## src/rtl/aldb_pkg.sv

```systemverilog
// ----------------------------------------------------------------------------
// aldb_pkg
// Shared types and constants of the ladder keypad debounce block.
// ----------------------------------------------------------------------------
package aldb_pkg;

	localparam int ENTRY_COUNT  = 6;
	localparam int ENTRY_BITS   = 28;
	localparam int PAIR_BITS    = 2 * ENTRY_BITS;
	localparam int BOUND_BITS   = 12;
	localparam int CODE_BITS    = 3;
	localparam int REPEAT_BITS  = 8;
	localparam int CFG_IDX_BITS = 3;
	localparam int QUEUE_DEPTH  = 2;

	// Entry layout
	localparam int ENT_MIN_LSB  = 0;
	localparam int ENT_MAX_LSB  = 12;
	localparam int ENT_CHAN_BIT = 24;
	localparam int ENT_CODE_LSB = 25;

	typedef logic [CODE_BITS-1:0]   button_t;
	typedef logic [1:0]             cause_t;
	typedef logic [REPEAT_BITS-1:0] repeat_t;

	localparam button_t BTN_NONE     = 3'd0;
	localparam button_t BTN_CODE_MAX = 3'd6;
	localparam repeat_t REPEAT_MAX   = 8'd255;

	localparam cause_t CAUSE_CONFIRMED = 2'd0;
	localparam cause_t CAUSE_QUICK     = 2'd1;
	localparam cause_t CAUSE_TIMEOUT   = 2'd2;

	// Register indexes
	localparam logic [CFG_IDX_BITS-1:0] CFG_IDLE_LEVEL   = 3'd0;
	localparam logic [CFG_IDX_BITS-1:0] CFG_CONFIRM      = 3'd1;
	localparam logic [CFG_IDX_BITS-1:0] CFG_WINDOW       = 3'd2;
	localparam logic [CFG_IDX_BITS-1:0] CFG_QUICK        = 3'd3;
	localparam logic [CFG_IDX_BITS-1:0] CFG_ENTRIES_0    = 3'd4;
	localparam logic [CFG_IDX_BITS-1:0] CFG_ENTRIES_1    = 3'd5;
	localparam logic [CFG_IDX_BITS-1:0] CFG_ENTRIES_2    = 3'd6;

	// Settings used by the decoder
	typedef struct packed {
		logic [BOUND_BITS-1:0]                   idle_level;
		logic [ENTRY_COUNT-1:0][ENTRY_BITS-1:0]  entries;
	} front_cfg_t;

	// Settings used by the session sequencer
	typedef struct packed {
		repeat_t     confirm_count;
		logic [15:0] window_samples;
		logic [15:0] quick_samples;
	} back_cfg_t;

	// One decoded sample in the queue
	typedef struct packed {
		logic    start;
		button_t code;
	} item_t;

endpackage

```

## src/rtl/aldb_if.sv

```systemverilog
// ----------------------------------------------------------------------------
// aldb_if
// Handshake channels: sample input, result output, register writes.
// ----------------------------------------------------------------------------
interface aldb_in_if #(parameter int ADC_BITS = 12);
	logic                valid;
	logic                ready;
	logic                start_req;
	logic [ADC_BITS-1:0] level_first;
	logic [ADC_BITS-1:0] level_second;

	modport source (output valid, start_req, level_first, level_second, input ready);
	modport sink   (input valid, start_req, level_first, level_second, output ready);
endinterface

interface aldb_out_if;
	logic                valid;
	logic                ready;
	aldb_pkg::button_t   button;
	aldb_pkg::cause_t    end_cause;

	modport source (output valid, button, end_cause, input ready);
	modport sink   (input valid, button, end_cause, output ready);
endinterface

interface aldb_cfg_if;
	logic                                valid;
	logic                                ready;
	logic [aldb_pkg::CFG_IDX_BITS-1:0]   index;
	logic [aldb_pkg::PAIR_BITS-1:0]      data;

	modport source (output valid, index, data, input ready);
	modport sink   (input valid, index, data, output ready);
endinterface

```

## src/rtl/aldb_front.sv

```systemverilog
// ----------------------------------------------------------------------------
// aldb_front
// Takes sample beats and decodes them to a button code for the queue.
// ----------------------------------------------------------------------------
module aldb_front #(
	parameter int ADC_BITS = 12
) (
	input  logic                 in_valid,
	output logic                 in_ready,
	input  logic                 start_req,
	input  logic [ADC_BITS-1:0]  level_first,
	input  logic [ADC_BITS-1:0]  level_second,
	input  aldb_pkg::front_cfg_t cfg,
	output logic                 push,
	output aldb_pkg::item_t      push_item,
	input  logic                 queue_full
);

	localparam int CMP_W = (ADC_BITS > aldb_pkg::BOUND_BITS) ? ADC_BITS : aldb_pkg::BOUND_BITS;

	logic [ADC_BITS-1:0]    idle_m;
	logic                   idle;
	aldb_pkg::button_t      code;

	assign idle_m = ADC_BITS'(cfg.idle_level);
	assign idle   = (level_first > idle_m) && (level_second > idle_m);

	// Six range checks in parallel, lowest entry wins
	always_comb begin
		logic [aldb_pkg::ENTRY_BITS-1:0] e;
		logic [CMP_W-1:0]                lvl;
		logic [CMP_W-1:0]                lo;
		logic [CMP_W-1:0]                hi;
		aldb_pkg::button_t               c;
		code = aldb_pkg::BTN_NONE;
		for (int k = aldb_pkg::ENTRY_COUNT - 1; k >= 0; k--) begin
			e   = cfg.entries[k];
			lo  = CMP_W'(e[aldb_pkg::ENT_MIN_LSB +: aldb_pkg::BOUND_BITS]);
			hi  = CMP_W'(e[aldb_pkg::ENT_MAX_LSB +: aldb_pkg::BOUND_BITS]);
			lvl = e[aldb_pkg::ENT_CHAN_BIT] ? CMP_W'(level_second) : CMP_W'(level_first);
			c   = e[aldb_pkg::ENT_CODE_LSB +: aldb_pkg::CODE_BITS];
			if (lvl > lo && lvl <= hi && c != aldb_pkg::BTN_NONE
			    && c <= aldb_pkg::BTN_CODE_MAX) begin
				code = c;
			end
		end
		if (idle) begin
			code = aldb_pkg::BTN_NONE;
		end
	end

	assign in_ready        = !queue_full;
	assign push            = in_valid && !queue_full;
	assign push_item.start = start_req;
	assign push_item.code  = code;

endmodule

```

## src/rtl/aldb_queue.sv

```systemverilog
// ----------------------------------------------------------------------------
// aldb_queue
// Short FIFO of decoded samples between decoder and sequencer.
// ----------------------------------------------------------------------------
module aldb_queue (
	input  logic            clk,
	input  logic            arst_n,
	input  logic            push,
	input  aldb_pkg::item_t push_item,
	output logic            full,
	input  logic            pop,
	output logic            not_empty,
	output aldb_pkg::item_t head
);

	localparam int PTR_W = (aldb_pkg::QUEUE_DEPTH > 1) ? $clog2(aldb_pkg::QUEUE_DEPTH) : 1;
	localparam int CNT_W = $clog2(aldb_pkg::QUEUE_DEPTH + 1);
	localparam logic [CNT_W-1:0] DEPTH_C = CNT_W'(aldb_pkg::QUEUE_DEPTH);
	localparam logic [PTR_W-1:0] LAST_C  = PTR_W'(aldb_pkg::QUEUE_DEPTH - 1);

	aldb_pkg::item_t   slot_q [aldb_pkg::QUEUE_DEPTH];
	logic [PTR_W-1:0]  wr_q;
	logic [PTR_W-1:0]  rd_q;
	logic [CNT_W-1:0]  cnt_q;

	assign full      = (cnt_q == DEPTH_C);
	assign not_empty = (cnt_q != '0);
	assign head      = slot_q[rd_q];

	always_ff @(posedge clk or negedge arst_n) begin
		if (!arst_n) begin
			wr_q  <= '0;
			rd_q  <= '0;
			cnt_q <= '0;
		end else begin
			if (push) begin
				wr_q <= (wr_q == LAST_C) ? '0 : wr_q + 1'b1;
			end
			if (pop) begin
				rd_q <= (rd_q == LAST_C) ? '0 : rd_q + 1'b1;
			end
			if (push && !pop) begin
				cnt_q <= cnt_q + 1'b1;
			end else if (pop && !push) begin
				cnt_q <= cnt_q - 1'b1;
			end
		end
	end

	always_ff @(posedge clk) begin
		if (push) begin
			slot_q[wr_q] <= push_item;
		end
	end

endmodule

```

## src/rtl/aldb_back.sv

```systemverilog
// ----------------------------------------------------------------------------
// aldb_back
// Session sequencer: repeat counting, window timing, result register.
// ----------------------------------------------------------------------------
module aldb_back #(
	parameter int TIME_BITS = 16
) (
	input  logic                clk,
	input  logic                arst_n,
	input  aldb_pkg::back_cfg_t cfg,
	input  logic                not_empty,
	input  aldb_pkg::item_t     head,
	output logic                pop,
	output logic                out_valid,
	input  logic                out_ready,
	output aldb_pkg::button_t   button,
	output aldb_pkg::cause_t    end_cause
);

	localparam int TW = ((TIME_BITS > 16) ? TIME_BITS : 16) + 1;

	logic                  active_q;
	aldb_pkg::button_t     prev_q;
	aldb_pkg::repeat_t     rep_q;
	logic [TIME_BITS-1:0]  idx_q;
	logic                  out_valid_q;
	aldb_pkg::button_t     button_q;
	aldb_pkg::cause_t      cause_q;

	logic                  act;
	aldb_pkg::button_t     prev_b;
	aldb_pkg::repeat_t     rep_b;
	logic [TIME_BITS-1:0]  idx_b;
	aldb_pkg::button_t     prev_n;
	aldb_pkg::repeat_t     rep_n;
	logic                  hit_confirm;
	logic                  hit_quick;
	logic                  hit_timeout;
	logic                  done;
	logic [TW-1:0]         idx_x;

	// Start wipes the running session
	assign act    = head.start || active_q;
	assign prev_b = head.start ? aldb_pkg::BTN_NONE : prev_q;
	assign rep_b  = head.start ? '0 : rep_q;
	assign idx_b  = head.start ? '0 : idx_q;
	assign idx_x  = TW'(idx_b);

	always_comb begin
		hit_confirm = 1'b0;
		hit_quick   = 1'b0;
		prev_n      = aldb_pkg::BTN_NONE;
		rep_n       = '0;
		if (head.code != aldb_pkg::BTN_NONE) begin
			prev_n = head.code;
			if (head.code == prev_b) begin
				rep_n       = (rep_b < aldb_pkg::REPEAT_MAX) ? rep_b + 1'b1 : rep_b;
				hit_confirm = (rep_n >= cfg.confirm_count);
			end else begin
				rep_n = 8'd1;
			end
		end else begin
			hit_quick = (idx_x > TW'(cfg.quick_samples));
		end
		hit_timeout = ((idx_x + 1'b1) >= TW'(cfg.window_samples));
	end

	assign done = act && (hit_confirm || hit_quick || hit_timeout);
	assign pop  = not_empty && (!out_valid_q || out_ready);

	always_ff @(posedge clk or negedge arst_n) begin
		if (!arst_n) begin
			active_q    <= 1'b0;
			prev_q      <= aldb_pkg::BTN_NONE;
			rep_q       <= '0;
			idx_q       <= '0;
			out_valid_q <= 1'b0;
		end else begin
			if (pop) begin
				if (done) begin
					active_q <= 1'b0;
					prev_q   <= aldb_pkg::BTN_NONE;
					rep_q    <= '0;
					idx_q    <= '0;
				end else if (act) begin
					active_q <= 1'b1;
					prev_q   <= prev_n;
					rep_q    <= rep_n;
					idx_q    <= (idx_b != '1) ? idx_b + 1'b1 : idx_b;
				end
			end
			if (pop && done) begin
				out_valid_q <= 1'b1;
			end else if (out_ready) begin
				out_valid_q <= 1'b0;
			end
		end
	end

	always_ff @(posedge clk) begin
		if (pop && done) begin
			button_q <= hit_confirm ? head.code : aldb_pkg::BTN_NONE;
			cause_q  <= hit_confirm ? aldb_pkg::CAUSE_CONFIRMED :
			            hit_quick   ? aldb_pkg::CAUSE_QUICK : aldb_pkg::CAUSE_TIMEOUT;
		end
	end

	assign out_valid = out_valid_q;
	assign button    = button_q;
	assign end_cause = cause_q;

endmodule

```

## src/rtl/adc_ladder_button_debounce_unit.sv

```systemverilog
// ----------------------------------------------------------------------------
// adc_ladder_button_debounce_unit
// Resistor-ladder keypad reader with per-session debounce.
// ----------------------------------------------------------------------------
// One sample beat (two ladder channel levels plus a start flag) is taken every
// clock cycle while the two-entry queue has room. The front decodes each beat
// against the idle level and the six range entries in the same cycle and
// queues the button code; the back advances the session once per queued beat
// and ends it with at most one result beat: a confirmed button, an idle exit
// after the quick window, or a timeout at the end of the window. A result
// passes through a queue slot and then the result register on its way from
// the sample beat that caused it. A result waiting on the output does not
// block intake until the queue fills. Register writes are always accepted;
// they are meant to be made while no session is running.
// ----------------------------------------------------------------------------
module adc_ladder_button_debounce_unit #(
	parameter int ADC_BITS  = 12,
	parameter int TIME_BITS = 16
) (
	input  logic         clk,
	input  logic         arst_n,
	aldb_cfg_if.sink     cfg,
	aldb_in_if.sink      sample,
	aldb_out_if.source   result
);

	// register file
	logic [aldb_pkg::BOUND_BITS-1:0]   idle_level_q;
	aldb_pkg::repeat_t                 confirm_q;
	logic [15:0]                       window_q;
	logic [15:0]                       quick_q;
	logic [2:0][aldb_pkg::PAIR_BITS-1:0] pairs_q;

	aldb_pkg::front_cfg_t  front_cfg;
	aldb_pkg::back_cfg_t   back_cfg;

	logic                  push;
	aldb_pkg::item_t       push_item;
	logic                  queue_full;
	logic                  pop;
	logic                  not_empty;
	aldb_pkg::item_t       head;

	assign cfg.ready = 1'b1;

	always_ff @(posedge clk or negedge arst_n) begin
		if (!arst_n) begin
			idle_level_q <= 12'd4095;
			confirm_q    <= 8'd3;
			window_q     <= 16'd100;
			quick_q      <= 16'd20;
			pairs_q      <= '0;
		end else if (cfg.valid) begin
			unique case (cfg.index)
				aldb_pkg::CFG_IDLE_LEVEL: idle_level_q <= cfg.data[aldb_pkg::BOUND_BITS-1:0];
				aldb_pkg::CFG_CONFIRM:    confirm_q    <= cfg.data[aldb_pkg::REPEAT_BITS-1:0];
				aldb_pkg::CFG_WINDOW:     window_q     <= cfg.data[15:0];
				aldb_pkg::CFG_QUICK:      quick_q      <= cfg.data[15:0];
				aldb_pkg::CFG_ENTRIES_0:  pairs_q[0]   <= cfg.data;
				aldb_pkg::CFG_ENTRIES_1:  pairs_q[1]   <= cfg.data;
				aldb_pkg::CFG_ENTRIES_2:  pairs_q[2]   <= cfg.data;
				default: begin
					// unmapped index: beat dropped
				end
			endcase
		end
	end

	// pairs unpack low entry first
	always_comb begin
		front_cfg.idle_level = idle_level_q;
		for (int k = 0; k < aldb_pkg::ENTRY_COUNT; k++) begin
			front_cfg.entries[k] = pairs_q[k/2][(k%2)*aldb_pkg::ENTRY_BITS +: aldb_pkg::ENTRY_BITS];
		end
	end

	assign back_cfg.confirm_count  = confirm_q;
	assign back_cfg.window_samples = window_q;
	assign back_cfg.quick_samples  = quick_q;

	aldb_front #(
		.ADC_BITS(ADC_BITS)
	) u_front (
		.in_valid    (sample.valid),
		.in_ready    (sample.ready),
		.start_req   (sample.start_req),
		.level_first (sample.level_first),
		.level_second(sample.level_second),
		.cfg         (front_cfg),
		.push        (push),
		.push_item   (push_item),
		.queue_full  (queue_full)
	);

	aldb_queue u_queue (
		.clk       (clk),
		.arst_n    (arst_n),
		.push      (push),
		.push_item (push_item),
		.full      (queue_full),
		.pop       (pop),
		.not_empty (not_empty),
		.head      (head)
	);

	aldb_back #(
		.TIME_BITS(TIME_BITS)
	) u_back (
		.clk       (clk),
		.arst_n    (arst_n),
		.cfg       (back_cfg),
		.not_empty (not_empty),
		.head      (head),
		.pop       (pop),
		.out_valid (result.valid),
		.out_ready (result.ready),
		.button    (result.button),
		.end_cause (result.end_cause)
	);

endmodule

```

## src/flat_wrapper.sv

```systemverilog
// flat-port wrapper written by rule: the top's interface ports become plain ports
module adc_ladder_button_debounce_unit_flat 
#(
	parameter int ADC_BITS  = 12,
	parameter int TIME_BITS = 16
)
  (clk, arst_n, cfg_valid, cfg_index, cfg_data, cfg_ready, sample_valid, sample_start_req, sample_level_first, sample_level_second, sample_ready, result_valid, result_button, result_end_cause, result_ready);
  aldb_cfg_if cfg_i ();
  aldb_in_if #(.ADC_BITS(ADC_BITS)) sample_i ();
  aldb_out_if result_i ();
  input  logic clk;
  input  logic arst_n;
  input wire logic [$bits(cfg_i.valid)-1:0] cfg_valid;
  input wire logic [$bits(cfg_i.index)-1:0] cfg_index;
  input wire logic [$bits(cfg_i.data)-1:0] cfg_data;
  output wire logic [$bits(cfg_i.ready)-1:0] cfg_ready;
  input wire logic [$bits(sample_i.valid)-1:0] sample_valid;
  input wire logic [$bits(sample_i.start_req)-1:0] sample_start_req;
  input wire logic [$bits(sample_i.level_first)-1:0] sample_level_first;
  input wire logic [$bits(sample_i.level_second)-1:0] sample_level_second;
  output wire logic [$bits(sample_i.ready)-1:0] sample_ready;
  output wire logic [$bits(result_i.valid)-1:0] result_valid;
  output wire logic [$bits(result_i.button)-1:0] result_button;
  output wire logic [$bits(result_i.end_cause)-1:0] result_end_cause;
  input wire logic [$bits(result_i.ready)-1:0] result_ready;
  assign cfg_i.valid = cfg_valid;
  assign cfg_i.index = cfg_index;
  assign cfg_i.data = cfg_data;
  assign cfg_ready = cfg_i.ready;
  assign sample_i.valid = sample_valid;
  assign sample_i.start_req = sample_start_req;
  assign sample_i.level_first = sample_level_first;
  assign sample_i.level_second = sample_level_second;
  assign sample_ready = sample_i.ready;
  assign result_valid = result_i.valid;
  assign result_button = result_i.button;
  assign result_end_cause = result_i.end_cause;
  assign result_i.ready = result_ready;
  adc_ladder_button_debounce_unit #(.ADC_BITS(ADC_BITS), .TIME_BITS(TIME_BITS)) u_core (.clk(clk), .arst_n(arst_n), .cfg(cfg_i), .sample(sample_i), .result(result_i));
endmodule
```

## config.mk

```make
export PLATFORM = sky130hd
export DESIGN_NAME = adc_ladder_button_debounce_unit_flat
export DESIGN_NICKNAME = d
export VERILOG_FILES = /design/src/rtl/aldb_pkg.sv /design/src/rtl/aldb_if.sv /design/src/rtl/aldb_front.sv /design/src/rtl/aldb_queue.sv /design/src/rtl/aldb_back.sv /design/src/rtl/adc_ladder_button_debounce_unit.sv /design/src/flat_wrapper.sv
export SDC_FILE = /design/constraint.sdc
export NUM_CORES = 1
export LEC_CHECK = 0
export ABC_AREA = 1
export BUFFER_PORTS_ARGS = -buffer_cell sky130_fd_sc_hd__buf_4
export CAP_MARGIN = 40
export CORE_AREA = 2 2 171 173
export DETAILED_ROUTE_END_ITERATION = 8
export DIE_AREA = 0 0 173 175
export PLACE_DENSITY = 0.8
export RECOVER_POWER = 50
export REMOVE_ABC_BUFFERS = 1
export SYNTH_ARGS = -nofsm -noshare
export SYNTH_HDL_FRONTEND = slang
export SYNTH_SLANG_ARGS = --single-unit
```

## constraint.sdc

```tcl
create_clock -name clk -period 9.73 [get_ports clk]
set_input_delay 1.946 -clock clk [delete_from_list [all_inputs] [get_ports clk]]
set_output_delay 1.946 -clock clk [all_outputs]
set_load 0.005 [all_outputs]
```

* Yosys cells after proc, flatten, opt, wreduce, memory -nomap -nowiden
Memory sizes are Yosys's and may differ from the RTL's.
Cells that the tools add are included.
** Word-level totals
- Register bits :: 258
- Latch bits :: 0
- RAM bits :: 8
- Bits in read-only memories :: 0
- Bits of input ports :: 89
- Output and inout port bits :: 8
- Logic and storage cells :: 152
- Memories :: 1
** Memory list
- u_core.u_queue.slot_q :: depth 2, width 4, read ports 1, clocked after memory_dff 0, wr ports 1, line aldb_queue.sv:21 : aldb_pkg::item_t slot_q [aldb_pkg::QUEUE_DEPTH];
** Operators by class
- Add/sub/neg operators :: 7
- Multipliers :: 0
- Div/mod/pow operators :: 0
- Magnitude comparators :: 24
- Eq/ne operators :: 9
- Shift operators :: 0
- Muxes and demuxes :: 41
- Bitwise gates (word level) :: 0
- Reductions and logical operators :: 53
** Operator list (number)
- 12-bit greater-than comparator :: 8
- 12-bit less-or-equal comparator :: 6
- 12-bit two-way mux :: 6
- 16-bit two-way mux :: 4
- 8-bit two-way mux :: 6
- 3-bit two-way mux :: 11
- 1-bit logical AND :: 25
- 3-bit nonzero test :: 7
- 3-bit less-or-equal comparator (second input constant) :: 6
- 16-bit by 1-bit adder with 17-bit output (second input constant) :: 1
- 17-bit by 16-bit >= comparator with 1-bit output :: 1
- 16-bit by 1-bit adder with 16-bit output (second input constant) :: 1
- 16-bit greater-than comparator :: 1
- 16-bit inequality test (second input constant) :: 1
- 2-bit AND reduction :: 8
- 1-bit two-way mux :: 11
- 3-bit == test (second input constant) :: 3
- 8-bit by 1-bit adder with 8-bit output (second input constant) :: 1
- 8-bit >= comparator :: 1
- 8-bit less-than comparator (second input constant) :: 1
- 2-bit nonzero test :: 4
- 3-bit by 2-bit == test with 1-bit output (second input constant) :: 2
- 2-bit two-way mux :: 3
- 1-bit logical NOT :: 4
- other kinds (8) :: 12

* Logic depth before layout (Yosys ltp)
- Depth after elaboration :: 12
- Gate-level depth with buffers :: 28
- Mapped depth without buffers :: 28

* By module
From an unflattened synthesis, not the netlist that was laid out.
** Unflattened totals
- Cells, all modules :: 2441
- Area total of the unflattened synthesis :: 17997.3 um2
** By module, submodules not included
- adc_ladder_button_debounce_unit :: instances 1, cells an instance 959, area each 8548.2 um2, seq. area each 5529.1 um2
- aldb_front :: instances 1, cells an instance 913, area each 5437.7 um2, seq. area each 0.0 um2
- aldb_back :: instances 1, cells an instance 532, area each 3519.6 um2, seq. area each 875.8 um2
- aldb_queue :: instances 1, cells an instance 37, area each 491.7 um2, seq. area each 340.3 um2

* Worst setup path before layout
OpenSTA, ideal clock, no wires.
- Kind :: input -> register
- Start point :: input port sample_level_first[11]
- End point :: memory u_core.u_queue.slot_q[0][0] (netlist bit), data pin
- Setup time :: 0.261 ns
- Arrival time :: 3.476 ns
- Required time :: 9.469 ns
- Path slack :: 5.993 ns
- Stages on the path :: 12
- Buffers on the path :: 0
- Path through :: inv_1 o21ai_0 ha_1 nand4_1 nor3_1 nand4_1 o21ai_0 nand2_1 o21ai_0 inv_1 nand2_1 a21oi_1
** RTL lines
- from (decl) :: line flat_wrapper.sv:19 : input wire logic [$bits(sample_i.level_first)-1:0] sample_level_first;
- to (decl) :: line aldb_queue.sv:21

* Worst setup path in the final report
- Start point :: register u_core.u_queue.rd_q
- End point :: register u_core.u_back.button_q[1] (netlist: u_core.u_back.button[1]), enable pin
** On the way
- Cells in the longest elaborated chain, start to end :: 11
- Elaborated cells on any way between the ends :: 21
- Classes of those cells :: 2 x add/sub; 4 x order compare; 1 x eq/ne; 7 x mux; 6 x reduce/logical; 1 x memory
** RTL lines
- from (decl) :: line aldb_queue.sv:23 : logic [PTR_W-1:0] rd_q;
- from (signal assigned) :: line aldb_queue.sv:40 : rd_q <= (rd_q == LAST_C) ? '0 : rd_q + 1'b1;
- memory read 2 x 4 bit *
- 8-bit two-way mux :: line aldb_back.sv:45 : assign rep_b = head.start ? '0 : rep_q;
- 8-bit by 1-bit adder with 8-bit output / 8-bit less-than comparator (equally long branches) :: line aldb_back.sv:57 : rep_n = (rep_b < aldb_pkg::REPEAT_MAX) ? rep_b + 1'b1 : rep_b;
- 8-bit two-way mux :: line aldb_back.sv:57
- 8-bit >= comparator :: line aldb_back.sv:58 : hit_confirm = (rep_n >= cfg.confirm_count);
- 1-bit two-way mux :: line aldb_back.sv:56 : if (head.code == prev_b) begin
- 1-bit two-way mux :: line aldb_back.sv:54 : if (head.code != aldb_pkg::BTN_NONE) begin
- 1-bit logical OR (2 in series) :: line aldb_back.sv:68 : assign done = act && (hit_confirm || hit_quick || hit_timeout);
- 1-bit logical AND * :: line aldb_back.sv:68
- 1-bit logical AND * :: line aldb_back.sv:101 : if (pop && done) begin
- to (signal assigned) :: line aldb_back.sv:102 : button_q <= hit_confirm ? head.code : aldb_pkg::BTN_NONE;
- to (decl) :: line aldb_back.sv:27 : aldb_pkg::button_t button_q;
Mark *: on every way between the ends. The rest lies on a longest branch, timed or not.
A chain may end at the register's enable or synchronous reset.

==> impl_metrics.toml <==
[status]
outcome = "finished, violations left"
violations = "capacitance limit, slew limit"

[synth]
avgSynthCellArea_um2 = 7.65
synthDistinctLibCells = 46
syn_inst = 2238
synth_area_um2 = 17100
synth_warnings = 0
yosys_most_used_dff = "dfrtp_1"
yosys-top-cells-area = "dfrtp_1 (34%), ha_1 (15%), nand2_1 (12%), o21ai_0 (10%), inv_1 (8.5%)"
synth_top_area_frac = 0.342
yosys.area.top_type = "dfrtp_1"
synth_seq_cells = 266
synth_edf_count = 13
ys_seq_area_frac = 0.394
async_reset_ff_frac = 0.951

[placement]
place_hpwl_um = 34600
port_buffers = 95
dp_cells = 2657
gp_congestion = 0.964

[power]
p_comb_frac = 0.350
seqPwrFrac = 0.372
swShare = 0.379
p_per_area_nw_per_um2 = 213
clkPwrFrac = 0.278
total_leakage_power_nw = 10.1
peakVddDrop_v = 0.000150
power_switching_mw = 1.54
p_int_mw = 2.53
p_total_mw = 4.07

[clocking]
post_cts_buffers = 0
tritoncts = "built"
ctsResizeCount = 0
clockBufferDepth = 3
hold_buffers = 0
cts_buffers = 29
clockRootBuffer = "clkbuf_16"
clk_pin_slew_ns = 0.06
cts_sinks = 266
htree_levels = 1
worst_skew_pair.late_latency_ns = 0.57

[timing]
rsz0062_at_grt = "false"
min_period_ns = 4.75
max-slew-margin-rel = -0.213
drv_slew = 191
fin_crit_sh = 0.488
setup_viol = 0
timing.setup.tns_ns = 0
worstMarginPinSlew_ns = 1.82
fmax_mhz = 211
hold_viol = 0
fin_skew_ns = 0.0127

[global_routing]
antenna_found_initial = 0
grt_max_degree = 117
overflow = 0
grt_usage = 0.304
first_global_vias = 14900
grt_pass1_wl_um = 74100

[setup_path]
worst_path_most_repeated_cell = "nand2_1"
timing.critical_path.fanout_max = 28
worstPathRequired_ns = 9.99
cp_slowest_cell = "dfrtp_1"
start_kind = "flip-flop"
crit_type = "flip-flop to flip-flop"
end_kind = "flip-flop"
crit_arrival_ns = 5.00
critPathMaxStageDelay_ns = 0.44

[routing]
vias = 15100
wl_per_cell_um = 16.8
drcViolationCount = 0
drt_iter0_drc = 1040
wl_um = 45500
first_pass_iters = 5
ant_nets = 0
via_per_inst = 5.56

[job]
max_cap_viol_count = 4

[layout]
drive_gt1_frac = 0.0791
fin_cells = 2711
n_antenna_cell = 0
syn_to_final_growth_pct = 11.5
fin_nets = 2604

[floorplan]
core-area_um2 = 28400
start_util = 0.603
ioPinCount = 97
dieArea_um2 = 30300
die_y_um = 175
die_width_um = 173
rows = 62

[worst_hold_path]
min_path_type = "flip-flop to flip-flop"
[routing by layer]
metal / GRT usage / part of all wire
met1: 0.370 / 0.40
met2: 0.528 / 0.48
met3: 0.0431 / 0.057
met4: 0.156 / 0.057
met5: 0 / 0
[worst max-delay path: cells and delay by family, from the launching register on]
kind	cells	cell delay [ns]
simple gates	19	2.59
fa+ha+maj	2	0.55
xor+xnor	1	0.27
flops	1	0.44
buf+inv	4	0.56
[logic make-up (layout without fill, tap and decap cells)]
group,Yosys count,in the layout,share of synthesized area
fa+ha+maj,211,211,0.154
flops,266,266,0.394
buf+inv,464,553,0.105
other cells,1,1,0.000219
xor+xnor,18,18,0.00920
simple gates,796,796,0.193
compound gates,482,482,0.145
[layout by cell type, fill, tap and decap left out, types with 8 or more instances in the layout]
cell	synthesis	layout
nand2_1	564	564
inv_1	390	390
o21ai_0	346	345
dfrtp_1	234	234
ha_1	211	211
a21oi_1	101	101
nor2_1	90	90
buf_4	1	90
nand4_1	60	60
nand3_1	43	43
clkbuf_16	0	29
dfstp_2	19	19
nor3_1	13	13
clkbuf_1	58	13
edfxtp_1	13	13
xor2_1	12	12
o21a_1	8	8
[through the flow]
stage	util	hold slack (ns)	worst slack, ns	cell area [um^2]
6_report	0.673	0.483	4.98	19100
5_1_grt	0.673	0.497	4.48	19100
4_1_cts	0.675	0.483	5.05	19200
3_5_place_dp	0.641	0.466	5.08	18200
3_3_place_gp	0.637	0.460	5.10	18100
2_1_floorplan	-	0.446	5.61	16800
[Yosys cell counts, types with 3 or more instances]
library cell	n
edfxtp_1	13
clkbuf_1	58
or2_0	3
o21ai_0	346
buf_2	5
a211oi_1	3
a21o_1	4
or3_1	3
ha_1	211
nor2_2	7
nor2_1	90
a31oi_1	3
dfstp_2	19
o21a_1	8
nand4_1	60
dfrtp_1	234
a21oi_1	101
nand2_1	564
o211ai_1	7
nor3_1	13
nand3_1	43
xor2_1	12
xnor2_1	6
buf_6	5
inv_1	390
[registers in the layout, summed over array words and instances (netlist names)]
name / flops
u_core.front_cfg: 168
u_core.quick_q: 16
u_core.u_back.idx_q: 16
u_core.window_q: 16
u_core.idle_level_q: 12
u_core.confirm_q: 8
u_core.u_back.rep_q: 8
u_core.u_queue.slot_q: 8
u_core.u_back.button: 3
u_core.u_back.prev_q: 3
u_core.u_back.end_cause: 2
u_core.u_queue.cnt_q: 2
u_core.u_back.active_q: 1
u_core.u_back.out_valid: 1
u_core.u_queue.rd_q: 1
u_core.u_queue.wr_q: 1
[area by class of cell]
| type | count | area [um^2] |
|---|---|---|
| Clock inverter | 13 | 153 |
| Fill cell | 2419 | 9290 |
| Tap cell | 384 | 480 |
| Inverter | 393 | 1480 |
| Timing Repair Buffer | 106 | 842 |
| Sequential cell | 266 | 6750 |
| Multi-Input combinational cell | 1508 | 8590 |
| Clock buffer | 41 | 811 |
[path summary, 6_finish.rpt]
check                                          start                      end  slack (ns)  cells past startpoint
worst min-delay path            u_core.front_cfg[30]     u_core.front_cfg[30]        0.48                      2
worst max-delay path             u_core.u_queue.rd_q  u_core.u_back.button[1]        4.98                     26
worst min register to register  u_core.front_cfg[30]     u_core.front_cfg[30]        0.48                      2
min in group asynchronous                     arst_n      u_core.window_q[13]        1.46                      1
max in group asynchronous                     arst_n    u_core.front_cfg[116]        6.07                      2
worst max register to register   u_core.u_queue.rd_q  u_core.u_back.button[1]        4.98                     26
[power by group through the flow]
stage          clock (mW)  sequential [mW]  combinational [mW]
6_report             1.13             1.51                1.42
5_1_grt              1.19             1.54                1.64
4_1_cts              1.14             1.51                1.42
3_5_place_dp            0             1.52                1.41
3_3_place_gp            0             1.52                1.33
2_1_floorplan           0             1.47               0.991
Note: power is estimated with default switching activity, not from simulation.
